**config.mk**
```make
export PLATFORM = sky130hd
export DESIGN_NAME = radix_digit_emitter
export DESIGN_NICKNAME = d
export VERILOG_FILES = /design/src/sv/rde_pkg.sv /design/src/sv/rde_cmpsub.sv /design/src/sv/rde_pow_mem.sv /design/src/sv/radix_digit_emitter.sv
export SDC_FILE = /design/constraint.sdc
export NUM_CORES = 1
export LEC_CHECK = 0
export BUFFER_PORTS_ARGS = -buffer_cell sky130_fd_sc_hd__buf_2
export CORE_ASPECT_RATIO = 1.75
export CORE_MARGIN = 4
export CORE_UTILIZATION = 54
export DETAILED_ROUTE_END_ITERATION = 8
export GPL_TIMING_DRIVEN = 0
export PLACE_DENSITY = 0.77
export SYNTH_ARGS = -nofsm -noshare
export SYNTH_HDL_FRONTEND = slang
export SYNTH_HIERARCHICAL = 1
export SYNTH_SLANG_ARGS = --single-unit
```
**constraint.sdc**
```tcl
create_clock -name clk -period 9.5 [get_ports clk]
set_input_delay 1.425 -clock clk [delete_from_list [all_inputs] [get_ports clk]]
set_output_delay 1.425 -clock clk [all_outputs]
set_load 0.005 [all_outputs]
```
**src/sv/rde_pkg.sv**
```systemverilog
// Shared constants and the radix clamp for the radix digit emitter.
// No dependencies; used by the top level.
package rde_pkg;

  // Register and digit field widths
  localparam int RADIX_W = 4;
  localparam int DIGIT_W = 4;

  // Legal radix range; out-of-range register values clamp to these
  localparam logic [RADIX_W-1:0] RADIX_MIN   = 4'd2;
  localparam logic [RADIX_W-1:0] RADIX_MAX   = 4'd9;
  localparam logic [RADIX_W-1:0] RADIX_RESET = 4'd2;

  // Map a raw register value onto the radix actually used
  function automatic logic [RADIX_W-1:0] eff_radix(input logic [RADIX_W-1:0] raw);
    logic [RADIX_W-1:0] r;
    r = raw;
    if (raw < RADIX_MIN) begin
      r = RADIX_MIN;
    end else if (raw > RADIX_MAX) begin
      r = RADIX_MAX;
    end
    return r;
  endfunction

endpackage

```
**src/sv/rde_cmpsub.sv**
```systemverilog
// Shared compare/subtract unit: remainder minus an operand, with a borrow-based
// greater-or-equal flag. Stand-alone, no package use.
module rde_cmpsub #(
  parameter int VALUE_WIDTH = 32,
  parameter int OPND_WIDTH  = 36
) (
  input  logic [VALUE_WIDTH-1:0] a,
  input  logic [OPND_WIDTH-1:0]  b,
  output logic                   ge,
  output logic [VALUE_WIDTH-1:0] diff
);

  logic [OPND_WIDTH:0] full;

  // One extra bit on top catches the borrow
  assign full = (OPND_WIDTH + 1)'(a) - {1'b0, b};
  assign ge   = ~full[OPND_WIDTH];
  assign diff = full[VALUE_WIDTH-1:0];

endmodule

```
**src/sv/rde_pow_mem.sv**
```systemverilog
// Power table: holds radix powers written during the search, read back
// one step lower for each digit. One write port, one registered read port.
module rde_pow_mem #(
  parameter int VALUE_WIDTH = 32,
  parameter int ADDR_W      = 5
) (
  input  logic                   clk,
  input  logic                   we,
  input  logic [ADDR_W-1:0]      waddr,
  input  logic [VALUE_WIDTH-1:0] wdata,
  input  logic [ADDR_W-1:0]      raddr,
  output logic [VALUE_WIDTH-1:0] rdata
);

  logic [VALUE_WIDTH-1:0] mem [VALUE_WIDTH];

  // Write port
  always_ff @(posedge clk) begin
    if (we) begin
      mem[waddr] <= wdata;
    end
  end

  // Registered read port
  always_ff @(posedge clk) begin
    rdata <= mem[raddr];
  end

endmodule

```
**src/sv/radix_digit_emitter.sv**
```systemverilog
// Radix digit emitter: one value in, its digits out most significant first.
// Sequence: load, then a power search up to the largest power that fits (its exponent is
// the index of the top digit), then for each digit compare/subtract steps on the shared
// unit followed by an output state that holds until out_ready is high.
// One value at a time: in_ready is high only when no digit is pending.
// Reset (rst, synchronous): returns to idle and sets the radix register to 2.
module radix_digit_emitter #(
  parameter int VALUE_WIDTH = 32
) (
  input  logic                            clk,
  input  logic                            rst,
  input  logic                            cfg_we,
  input  logic [rde_pkg::RADIX_W-1:0]     cfg_wdata,
  input  logic                            in_valid,
  output logic                            in_ready,
  input  logic [VALUE_WIDTH-1:0]          value,
  output logic                            out_valid,
  input  logic                            out_ready,
  output logic [rde_pkg::DIGIT_W-1:0]     digit,
  output logic                            last
);

  localparam int PW_W = VALUE_WIDTH + rde_pkg::RADIX_W;
  localparam int EW   = $clog2(VALUE_WIDTH);

  typedef enum logic [1:0] {
    S_IDLE,
    S_SEARCH,
    S_DIGIT,
    S_OUT
  } state_t;

  state_t                      state;
  logic [rde_pkg::RADIX_W-1:0] radix;
  logic [VALUE_WIDTH-1:0]      rem;
  logic [VALUE_WIDTH-1:0]      pw;
  logic [PW_W-1:0]             pwr;
  logic [EW-1:0]               expo;
  logic [rde_pkg::DIGIT_W-1:0] dcnt;

  logic [rde_pkg::RADIX_W-1:0] r_eff;
  logic [PW_W-1:0]             pwr_next;
  logic [PW_W-1:0]             opnd;
  logic                        ge;
  logic [VALUE_WIDTH-1:0]      diff;
  logic [VALUE_WIDTH-1:0]      pw_below;
  logic                        more_fit;

  assign r_eff = rde_pkg::eff_radix(radix);

  // Next power candidate; only used when the current one fits, so the low bits suffice
  assign pwr_next = PW_W'(pwr[VALUE_WIDTH-1:0]) * PW_W'(r_eff);

  // Shared unit compares against pw*r while searching, pw while digit stepping
  assign opnd = (state == S_SEARCH) ? pwr : PW_W'(pw);

  rde_cmpsub #(
    .VALUE_WIDTH (VALUE_WIDTH),
    .OPND_WIDTH  (PW_W)
  ) u_cmpsub (
    .a    (rem),
    .b    (opnd),
    .ge   (ge),
    .diff (diff)
  );

  // Powers stored by exponent; the next lower one is read ahead
  rde_pow_mem #(
    .VALUE_WIDTH (VALUE_WIDTH),
    .ADDR_W      (EW)
  ) u_pow_mem (
    .clk   (clk),
    .we    (state == S_SEARCH),
    .waddr (expo),
    .wdata (pw),
    .raddr (expo - EW'(1)),
    .rdata (pw_below)
  );

  // Digit may grow while below radix-1 and the power still fits
  assign more_fit = ((rde_pkg::DIGIT_W + 1)'(dcnt) + (rde_pkg::DIGIT_W + 1)'(1)
                     < (rde_pkg::DIGIT_W + 1)'(r_eff)) && ge;

  // Handshake and result fields
  assign in_ready  = (state == S_IDLE);
  assign out_valid = (state == S_OUT);
  assign digit     = dcnt;
  assign last      = (expo == '0);

  // Sequencer
  always_ff @(posedge clk) begin
    if (rst) begin
      state <= S_IDLE;
      radix <= rde_pkg::RADIX_RESET;
    end else begin
      if (cfg_we) begin
        radix <= cfg_wdata;
      end
      unique case (state)
        S_IDLE: begin
          if (in_valid) begin
            rem   <= value;
            pw    <= VALUE_WIDTH'(1);
            pwr   <= PW_W'(r_eff);
            expo  <= '0;
            state <= S_SEARCH;
          end
        end
        S_SEARCH: begin
          if (ge) begin
            pw   <= pwr[VALUE_WIDTH-1:0];
            pwr  <= pwr_next;
            expo <= expo + EW'(1);
          end else begin
            dcnt  <= '0;
            state <= S_DIGIT;
          end
        end
        S_DIGIT: begin
          if (more_fit) begin
            rem  <= diff;
            dcnt <= dcnt + rde_pkg::DIGIT_W'(1);
          end else begin
            state <= S_OUT;
          end
        end
        S_OUT: begin
          if (out_ready) begin
            if (expo == '0) begin
              state <= S_IDLE;
            end else begin
              pw    <= pw_below;
              expo  <= expo - EW'(1);
              dcnt  <= '0;
              state <= S_DIGIT;
            end
          end
        end
        default: state <= S_IDLE;
      endcase
    end
  end

endmodule
```
======== After elaboration in Yosys (flattened, before gate mapping) ========
Memories as Yosys holds them, arrays and structs flattened. A register that Yosys moved wholly into a read port is not among the register bits.
Cells that the tools add are included.
storage, ports and cells
  flip-flop bits (word level) ............. 115
  RAM bits ................................ 1024
  bits of input ports ..................... 41
  output and inout bits ................... 7
  logic and storage cells ................. 73
  memories kept ........................... 1
operators by class
  add/sub/neg operators ................... 5
  multiply operators ...................... 1
  order comparisons ....................... 3
  equality and inequality tests ........... 10
  mux-type cells .......................... 32
  bitwise operators ....................... 2
  reduce and logical (&&, ||, !) cells .... 12
memory list
  memory         depth  bits a word  read ports  clocked after memory_dff  write ports  RTL line           source
  u_pow_mem.mem  32     32           1           1                         1            rde_pow_mem.sv:15  logic [VALUE_WIDTH-1:0] mem [VALUE_WIDTH];
operators with widths
  cell                                               count
  two-way mux 32 bit                                 6
  two-way mux 36 bit                                 3
  one-hot mux 32 bit (3 select lines)                1
  one-hot mux 36 bit (2 select lines)                1
  one-hot mux 32 bit (2 select lines)                1
  subtractor 32 x 36 -> 37 bit                       1
  multiplier 32 x 4 -> 36 bit                        1
  two-way mux 4 bit                                  6
  two-way mux 5 bit                                  4
  one-hot mux 5 bit (3 select lines)                 1
  != test 2 bit (second input constant)              6
  one-hot mux 4 bit (3 select lines)                 1
  AND reduction 4 bit                                3
  AND reduction 6 bit                                2
  two-way mux 2 bit                                  5
  one-hot mux 2 bit (4 select lines)                 1
  nonzero test 3 bit                                 2
  adder 4 x 1 -> 5 bit (second input constant)       1
  adder 5 x 1 -> 5 bit (second input constant)       1
  zero test 5 bit                                    1
  less-than comparator 5 x 4 -> 1 bit                1
  subtractor 5 x 1 -> 5 bit (second input constant)  1
  adder 4 x 1 -> 4 bit (second input constant)       1
  equality test 2 bit (second input constant)        2
  9 further kinds                                    12

======== Longest topological paths before layout ========
Gate-level depths: netlist (run 1).
  depth after elaboration ................. 7
  depth in mapped cells ................... 22
  gate-level depth less buffers ........... 18

======== Hierarchy ========
The synthesis (run 1) kept the hierarchy.
by module, submodules not included
  module               instances  cells each  area an instance (um^2)  seq. area each (um^2)
  rde_pow_mem          1          2260        40485.1                  31390.1
  radix_digit_emitter  1          1068        9918.3                   3393.3
  rde_cmpsub           1          280         1879.3                   0.0

======== Least setup slack after synthesis (run 1) ========
Ideal clock, no wire load.
  kind .................................... reg2reg
  start ................................... reg state[1]
  end ..................................... reg rem[0] (enable)
  library setup time ...................... 461 ps
  data arrival time ....................... 5717 ps
  data required time ...................... 9039 ps
  path slack .............................. 3322 ps
  cell stages (with the launch flop) ...... 20
  path buffers ............................ 3
  period minus slack after synthesis ...... 6178 ps
  path through ............................ dfxtp_1 > clkbuf_1 > nand2b_1 > clkbuf_1 > buf_1 > nand2_1 > nand2_1 > ha_1 > fa_1 > nand2b_1 > a21o_1 > a21oi_4 > a31oi_4 > o41ai_4 > o21ai_0 > a21oi_1 > inv_1 > a311oi_1 > a41oi_1 > nor3_1
on the way
  word-level cells in the longest chain between the ends .. 7
  elaborated cells on any way between the ends .. 11
  those cells by class .................... add/sub: 1; eq/ne: 4; mux: 1; bitwise: 1; reduce/logical: 4
RTL lines
  what                           RTL line                    source
  start, declared                radix_digit_emitter.sv:33   state_t state;
  start signal, assigned         radix_digit_emitter.sv:93   state <= S_IDLE;
  start signal, assigned         radix_digit_emitter.sv:106  state <= S_SEARCH;
  start signal, assigned         radix_digit_emitter.sv:116  state <= S_DIGIT;
  equality test 2 x 1 -> 1 bit   radix_digit_emitter.sv:55   assign opnd = (state == S_SEARCH) ? pwr : PW_W'(pw);
  two-way mux 36 bit             radix_digit_emitter.sv:55
  via opnd[0]                    radix_digit_emitter.sv:43   logic [PW_W-1:0] opnd;
  subtractor 32 x 36 -> 37 bit   rde_cmpsub.sv:16            assign full = (OPND_WIDTH + 1)'(a) - {1'b0, b};
  NOT 1 bit                      rde_cmpsub.sv:17            assign ge = ~full[OPND_WIDTH];
  via ge                         radix_digit_emitter.sv:44   logic ge;
  logical AND 1 bit              radix_digit_emitter.sv:82   < (rde_pkg::DIGIT_W + 1)'(r_eff)) && ge;
  != test 2 bit (no line)        --
  AND reduction 4 bit (no line)  --
  end signal, assigned           radix_digit_emitter.sv:102  rem <= value;
  end signal, assigned           radix_digit_emitter.sv:121  rem <= diff;
  end, declared                  radix_digit_emitter.sv:35   logic [VALUE_WIDTH-1:0] rem;
The timed path passes the listed nets, and every way through them passes these cells.
A chain may end at the register's enable or synchronous reset.

======== Final worst setup path (run 1) ========
  start ................................... reg state[1]
  end ..................................... reg rem[29] (enable)
Same word-level chain as after synthesis.

==> results of run 1 <==
## state kept, by name, summed over array words and instances, names as in the netlist
register	flops
state	2
pwr	36
u_pow_mem/rdata	32
rem	32
radix	4
u_pow_mem/mem	1024
pw	32
expo	5
digit	4
## layer usage
| layer | track usage | vias to the layer above |
|---|---|---|
| li1 | - | 13800 |
| met3 | 0.0331 | 471 |
| met2 | 0.502 | 1283 |
| met5 | 0 | - |
| met4 | 0.173 | 2 |
| met1 | 0.240 | 15500 |
## metrics by stage
stage / setup slack [ns] / std cells / util / setup TNS [ns]
finish: 2.35 / 5156 / 0.609 / 0
global route: 2.07 / 5155 / 0.609 / 0
CTS: 2.48 / 5152 / 0.609 / 0
detailed placement: 2.51 / 4980 / 0.576 / 0
global placement: -0.127 / 4945 / 0.564 / -3.95
floorplan: 3.32 / 3608 / - / 0
## worst min-delay path: stages (launching register included)
cell	delay (ns)
dfxtp_1	0.34
mux2i_1	0.08
nor2_1	0.07
## worst max path at each step
stage / from / end / slack (ns) / cells after the start
after floorplan: state[1] / rem[0] / 3.32 / 19
after global placement: state[1] / rem[0] / -0.13 / 19
after detailed placement: state[1] / rem[29] / 2.51 / 20
after CTS: state[1] / rem[26] / 2.48 / 20
after global routing: state[1] / rem[26] / 2.07 / 20
final: state[1] / rem[29] / 2.35 / 20
## cell type report
type / count / area (sq um) / share of cell area
Inverter: 177 / 664 / 0.0114
Buffer: 181 / 967 / 0.0166
Sequential cell: 1171 / 34800 / 0.596
Multi-Input combinational cell: 2079 / 16100 / 0.276
Tap cell: 1292 / 1620 / 0.0277
Clock inverter: 54 / 636 / 0.0109
Timing Repair Buffer: 80 / 1070 / 0.0183
Clock buffer: 118 / 2520 / 0.0432
Antenna cell: 4 / 10.0 / 0.000171
## power groups by stage
stage / Sequential (mW) / Combinational, mW / Clock, mW
2_1_floorplan: 6.83 / 3.90 / 0
3_3_place_gp: 7.05 / 5.61 / 0
3_5_place_dp: 7.08 / 5.78 / 0
4_1_cts: 6.97 / 5.84 / 4.07
5_1_grt: 7.03 / 6.30 / 4.28
6_report: 6.98 / 5.91 / 4.03
## Yosys cell counts, types with 7 or more instances
cell,number,share of area
nand2b_1,17,0.0020
and2_1,107,0.013
buf_1,10,0.00072
buf_4,33,0.0047
mux2_2,32,0.0069
o21ai_0,45,0.0043
xnor2_1,33,0.0055
a31oi_1,36,0.0043
ha_1,79,0.019
a22oi_1,97,0.014
clkbuf_1,86,0.0062
nand2_1,289,0.021
inv_1,177,0.013
nand4_1,11,0.0013
fa_1,61,0.023
buf_2,35,0.0034
a21o_1,21,0.0030
nor2_1,108,0.0078
nor2b_1,43,0.0051
o21ai_1,9,0.00086
dfxtp_1,38,0.015
xor2_1,25,0.0042
nand3_1,122,0.012
buf_6,15,0.0032
edfxtp_1,1133,0.65
mux2i_1,551,0.11
nor3_1,49,0.0047
a21oi_1,170,0.016
a21oi_2,7,0.0012
o21a_1,11,0.0016
a22o_1,64,0.011
## cell usage in the layout, fill, tap and decap left out, types with 25 or more instances in the layout
master / synthesis / layout
edfxtp_1: 1133 / 1133
mux2i_1: 551 / 551
nand2_1: 289 / 289
inv_1: 177 / 176
a21oi_1: 170 / 170
nand3_1: 122 / 122
and2_1: 107 / 107
clkbuf_1: 86 / 104
a22oi_1: 97 / 97
clkbuf_16: 0 / 96
buf_2: 35 / 80
ha_1: 79 / 79
nor2_1: 108 / 76
a22o_1: 64 / 64
fa_1: 61 / 61
nor3_1: 49 / 48
o21ai_0: 45 / 44
nor2b_1: 43 / 43
dfxtp_1: 38 / 38
a31oi_1: 36 / 36
xnor2_1: 33 / 33
buf_4: 33 / 33
mux2_2: 32 / 32
nor2_4: 0 / 32
xor2_1: 25 / 25
## kinds of logic (layout without fill, tap and decap cells)
logic type | count (synthesis) | count (layout) | share of synthesized area
DFF | 1171 | 1171 | 0.665
and+or+nand+nor | 779 | 779 | 0.0711
muxes | 583 | 583 | 0.112
AOI/OAI and AO/OA | 519 | 519 | 0.0680
buffers and inverters | 358 | 610 | 0.0312
adders and majority gates | 140 | 140 | 0.0423
xor gates and xnor gates | 58 | 58 | 0.00972
other | 0 | 4 | 0
==> summary.txt, run 1 <==
Yosys
  – EDFF count, synth: 1133
  – Flops & latches, synth: 1171
  – Synth cell types: 84
  – Synth Flop Type: edfxtp_1
  – Mean Syn Cell Area: 14.5 sq um
  – Post-synthesis sequential area ratio: 0.665
  – Net Count, Synth: 3789
  – Mapped Cells: 3608
  – Yosys warns: 6
  – Ys async rst share: 0
  – Mapped Area: 52300 sq um

Timing
  – # setup viols final: 0
  – Clock skew: 0.0208 ns
  – Final period util: 0.753
  – Fmax: 140 MHz
  – Min Hold Slack: 0.525 ns
  – Slew headroom: 0.120
  – Minimum clock period after layout: 7.15 ns
  – Slew @ Worst Pin: 1.30 ns
  – RSZ-0062 raised after global routing: false
  – Hold Vio Cnt, Final: 0
  – Max Slew Vio Count: 0

Floorplan
  – IO Pins: 48
  – Starting Density: 0.545
  – Std cell rows: 150
  – Die ar.: 102000 sq um
  – Core Area: 95900 sq um
  – Die Ht: 420 um
  – Die X: 243 um

Global routing
  – Initial antenna violation count: 6
  – Total track usage: 0.254
  – Remaining global-route overflow: 0
  – First-pass GRT wire length: 194000 um
  – Largest net degree at the start of global routing: 37
  – Vias in the first global route: 32700

Worst setup path
  – CP arrival: 7.53 ns
  – Largest incremental delay on the critical path: 0.87 ns
  – R2R Setup Slk: 2.35 ns
  – RR Startpoint: state[1]
  – CP Cell Sequence: clkbuf_1 > nand2b_1 > clkbuf_1 > buf_1 > nand2_1 > nand2_1 > inv_1 > ha_1 > nand2b_1 > a21o_1 > a21oi_4 > a31oi_4 > o41ai_4 > o21ai_0 > a21oi_1 > inv_1 > a311oi_1 > a41oi_1 > nor3_2 > buf_6
  – CP endpoint kind: register
  – Req. time, crit path: 9.87 ns
  – CP delay by family, top: buffers and inverters
  – Critical path's slowest cell: buf_1
  – Buf+Inv Stages, Crit Path: 6
  – FF-to-FF End: rem[29]
  – Reg2reg path depth: 20
  – Critical Path Fanout Max: 12
  – Startpoint types: register
  – CP Class: reg -> reg

Run
  – Max-Cap Viols: 0

Layout
  – Area growth syn-to-layout: 11.7%
  – Filler cell count: 6991
  – Nets: 3964
  – Fin area: 58400 sq um
  – Ratio of cells with drive above 1 in the final layout: 0.108

Placed design
  – GPL Wtd Cong: 0.979
  – Hpwl dp: 94700 um
  – IO buf count: 45
  – Placed cell area: 55200 sq um

Power and ir drop
  – P_leak: 21.4 nW
  – Clock Power Share: 0.238
  – Sw Pwr: 6.19 mW
  – Comb pwr share: 0.349
  – Peak supply drop: 0.279 mV
  – Cell Int Power: 10.7 mW
  – Pwr dens: 290 nW/um^2
  – Tot Pwr: 16.9 mW
  – Seq pwr share: 0.412
  – Sw Ratio: 0.366

Min path
  – HP Start: radix[0]
  – WHS Endpoint: radix[0]
  – Hold path depth: 2
  – Worst hold path type: reg -> reg

Drt
  – M1 WL: 41000 um
  – Routed Antenna Nets: 0
  – DRC viols: 0
  – Detailed-router iteration count before antenna repair: 6
  – Routed wire length on met2: 73700 um
  – Avg Vias per Cell: 6.03
  – Initial detailed-routing violation count: 2350
  – Via Count: 31100
  – Met3 WL: 6350 um
  – WL/cell: 25.5 um
  – Final WL: 131000 um
  – DR top layer: met5

Outcome
  – Status: complete, no violations

Clock tree
  – CTS Buf Count: 93
  – Hold Buf Count CTS: 0
  – Worst-skew pair later-pin latency: 0.68 ns
  – CTS H-Tree Depth: 3
  – Clk sink count: 1171
  – Clock Tree Root: clkbuf_16
  – Post-CTS Setup Inserts: 0
  – CTS tree: built
  – Clock-pin slew on the worst setup and hold paths: 0.07 ns
  – CTS resizes: 0
  – CTS Buffer Depth: 3
No activity file was read; power rests on OpenSTA's default activity.
==> inputs of run 2 (changes only) <==
clock period = 7.06 ns   (was 9.5 ns; I/O delays follow)
==> run 2 against run 1 <==
Wire length about the same. Worst hold slack improved by 0.0013 ns. Core utilization about the same. Register-to-register slack got worse by 2.0 ns. Clock power increased by 35%.
==> summary.txt, run 2 (synthesized netlist as in run 1, its figures left out) <==
Global routing
  – Vias in the first global route: 32700 (unchanged)
  – First-pass GRT wire length: 194000 um (unchanged)
  – Total track usage: 0.254 (unchanged)
  – Remaining global-route overflow: 0 (unchanged)
  – Largest net degree at the start of global routing: 37 (unchanged)
  – Initial antenna violation count: 6 (unchanged)

Worst setup path
  – CP delay by family, top: buffers and inverters
  – Req. time, crit path: 7.43 ns (-2.44 ns)
  – FF-to-FF End: rem[29]
  – CP Launch Point: state[0]
  – CP arrival: 7.11 ns (-0.42 ns)
  – CP Cell Sequence: clkbuf_1 > nand2b_1 > inv_1 > clkbuf_1 > clkbuf_1 > nand2_1 > nand2_1 > inv_1 > ha_1 > clkbuf_1 > nand2_1 > nand3_1 > a211o_1 > a31oi_4 > o41ai_4 > o21ai_0 > a21oi_1 > inv_1 > a311oi_1 > a41oi_1 > nor3_4 > buf_6
  – End of the critical path: rem[29]
  – Critical path's slowest cell: clkbuf_1
  – Reg2reg path depth: 22 (+10%)
  – Critical Path Fanout Max: 12 (unchanged)
  – Buf+Inv Stages, Crit Path: 8 (+2)
  – Largest incremental delay on the critical path: 0.61 ns (-0.26 ns)
  – Worst path most repeated cell: clkbuf_1
  – Startpoint types: register
  – CP Class: reg -> reg
  – Critical path depth: 22 (+10%)
  – R2R Setup Slk: 0.32 ns (-2.02 ns)
  – CP endpoint kind: register
  – RR Startpoint: state[0]

Clock tree
  – Worst-skew pair later-pin latency: 0.68 ns (about the same)
  – Clock Tree Root: clkbuf_16
  – CTS H-Tree Depth: 3 (unchanged)
  – CTS tree: built
  – CTS Buffer Depth: 3 (unchanged)
  – Clk sink count: 1171 (unchanged)
  – Clock-pin slew on the worst setup and hold paths: 0.07 ns (about the same)
  – CTS Buf Count: 93 (unchanged)
  – Post-CTS Setup Inserts: 0 (unchanged)

Layout
  – Most frequent cells in the layout: edfxtp_1, mux2i_1, nand2_1
  – Top reg by flops: u_pow_mem/mem
  – Filler cell count: 6992 (+0.014%)
  – Commonest non-fill, non-tap cell in the layout: edfxtp_1
  – Area growth syn-to-layout: 11.7% (about the same)
  – Ratio of cells with drive above 1 in the final layout: 0.108 (+0.000259)
  – Nets: 3964 (unchanged)
  – Largest register FFs: 1024 (unchanged)
  – Top flop regs: u_pow_mem/mem: 1024 flops, pwr: 36 flops

Floorplan
  – IO Pins: 48 (unchanged)
  – Die X: 243 um (unchanged)
  – Std cell rows: 150 (unchanged)
  – Starting Density: 0.545 (unchanged)
  – Die ar.: 102000 sq um (unchanged)
  – Die Ht: 420 um (unchanged)
  – Core Area: 95900 sq um (unchanged)

Timing
  – Max Slew Vio Count: 0 (unchanged)
  – Slew @ Worst Pin: 1.30 ns (-0.00504 ns)
  – Setup_tns: 0 ns (unchanged)
  – Min Hold Slack: 0.526 ns (+0.00126 ns)
  – Minimum clock period after layout: 6.74 ns (-0.415 ns)
  – Clock skew: 0.0206 ns (-0.000180 ns)
  – # setup viols final: 0 (unchanged)
  – RSZ-0062 raised after global routing: false
  – Final period util: 0.954 (+0.201)
  – Fmax: 148 MHz (+6.2%)
  – Slew headroom: 0.136 (+0.0156)
  – Hold Vio Cnt, Final: 0 (unchanged)

Placed design
  – Hpwl dp: 94700 um (unchanged)
  – GPL Wtd Cong: 0.979 (unchanged)
  – IO buf count: 45 (unchanged)

Outcome
  – Status: complete, no violations

Drt
  – Detailed-router iteration count before antenna repair: 6 (unchanged)
  – WL/cell: 25.5 um (about the same)
  – DRC viols: 0 (unchanged)
  – Via Count: 31100 (+0.023%)
  – Avg Vias per Cell: 6.03 (about the same)
  – Routed Antenna Nets: 0 (unchanged)
  – Final WL: 132000 um (about the same)
  – Initial detailed-routing violation count: 2314 (-1.5%)

Power and ir drop
  – Peak supply drop: 0.378 mV (+35%)
  – Pwr dens: 390 nW/um^2 (+35%)
  – Tot Pwr: 22.8 mW (+35%)
  – P_leak: 21.4 nW (about the same)

Min path
  – Worst hold path type: reg -> reg

Run
  – Max-Cap Viols: 0 (unchanged)
-- run 2: changes by cell type in the layout (fill, tap and decap cells not counted), sizes merged --
cell	delta
clkbuf	+1
buf	-1
-- run 2: report_power, final --
group	internal [mW]	leakage, nW	switching (mW)
Combinational	2.76	9.30	5.20
Sequential	8.67	10.6	0.720
Clock	3.00	1.54	2.43
-- run 2: tightest hold or removal path, cell delays in order (launching register included) --
cell     delay [ns]
dfxtp_1        0.34
mux2i_1        0.08
nor2_1         0.07
-- run 2: routing by layer --
| layer | track usage | routed length, um |
|---|---|---|
| met4 | 0.173 | 10400 |
| met1 | 0.240 | 41100 |
| met5 | 0 | 19 |
| met3 | 0.0331 | 6450 |
| met2 | 0.502 | 73700 |
-- run 2: worst min-delay path by stage --
stage                             startpoint       end  slack [ns]  cells past startpoint
after floorplan                     radix[0]  radix[0]        0.46                      2
after global placement              radix[0]  radix[0]        0.49                      2
after detailed placement            radix[0]  radix[0]        0.49                      2
after CTS                           radix[0]  radix[0]        0.53                      2
after global routing      u_pow_mem/rdata[0]     pw[0]        0.56                      2
final                               radix[0]  radix[0]        0.53                      2
-- run 2: layout make-up --
cell class	instances	area, sq um	area share
buffer	181	968	0.0166
antenna	4	10.0	0.000171
clock buffer	118	2520	0.0432
multi-input combinational	2079	16100	0.276
timing repair buffer	80	1070	0.0183
sequential	1171	34800	0.596
tap	1292	1620	0.0277
clock inverter	54	636	0.0109
inverter	177	664	0.0114
-- run 2: through the flow --
stage | util | cells | setup WS (ns) | instance area [sq um]
detailed placement | 0.576 | 4980 | 0.0686 | 55200
floorplan | - | 3608 | 0.882 | 52300
finish | 0.609 | 5156 | 0.323 | 58400
global placement | 0.564 | 4945 | -2.57 | 54100
CTS | 0.609 | 5152 | 0.0443 | 58400
global route | 0.609 | 5155 | 0.0141 | 58400
-- run 2: timing repair --
action | 4_1_cts | 5_1_grt
gates resized for setup | 0 | 3
endpoints found under the setup margin | 0 | 32
hold buffers | 0 | 0
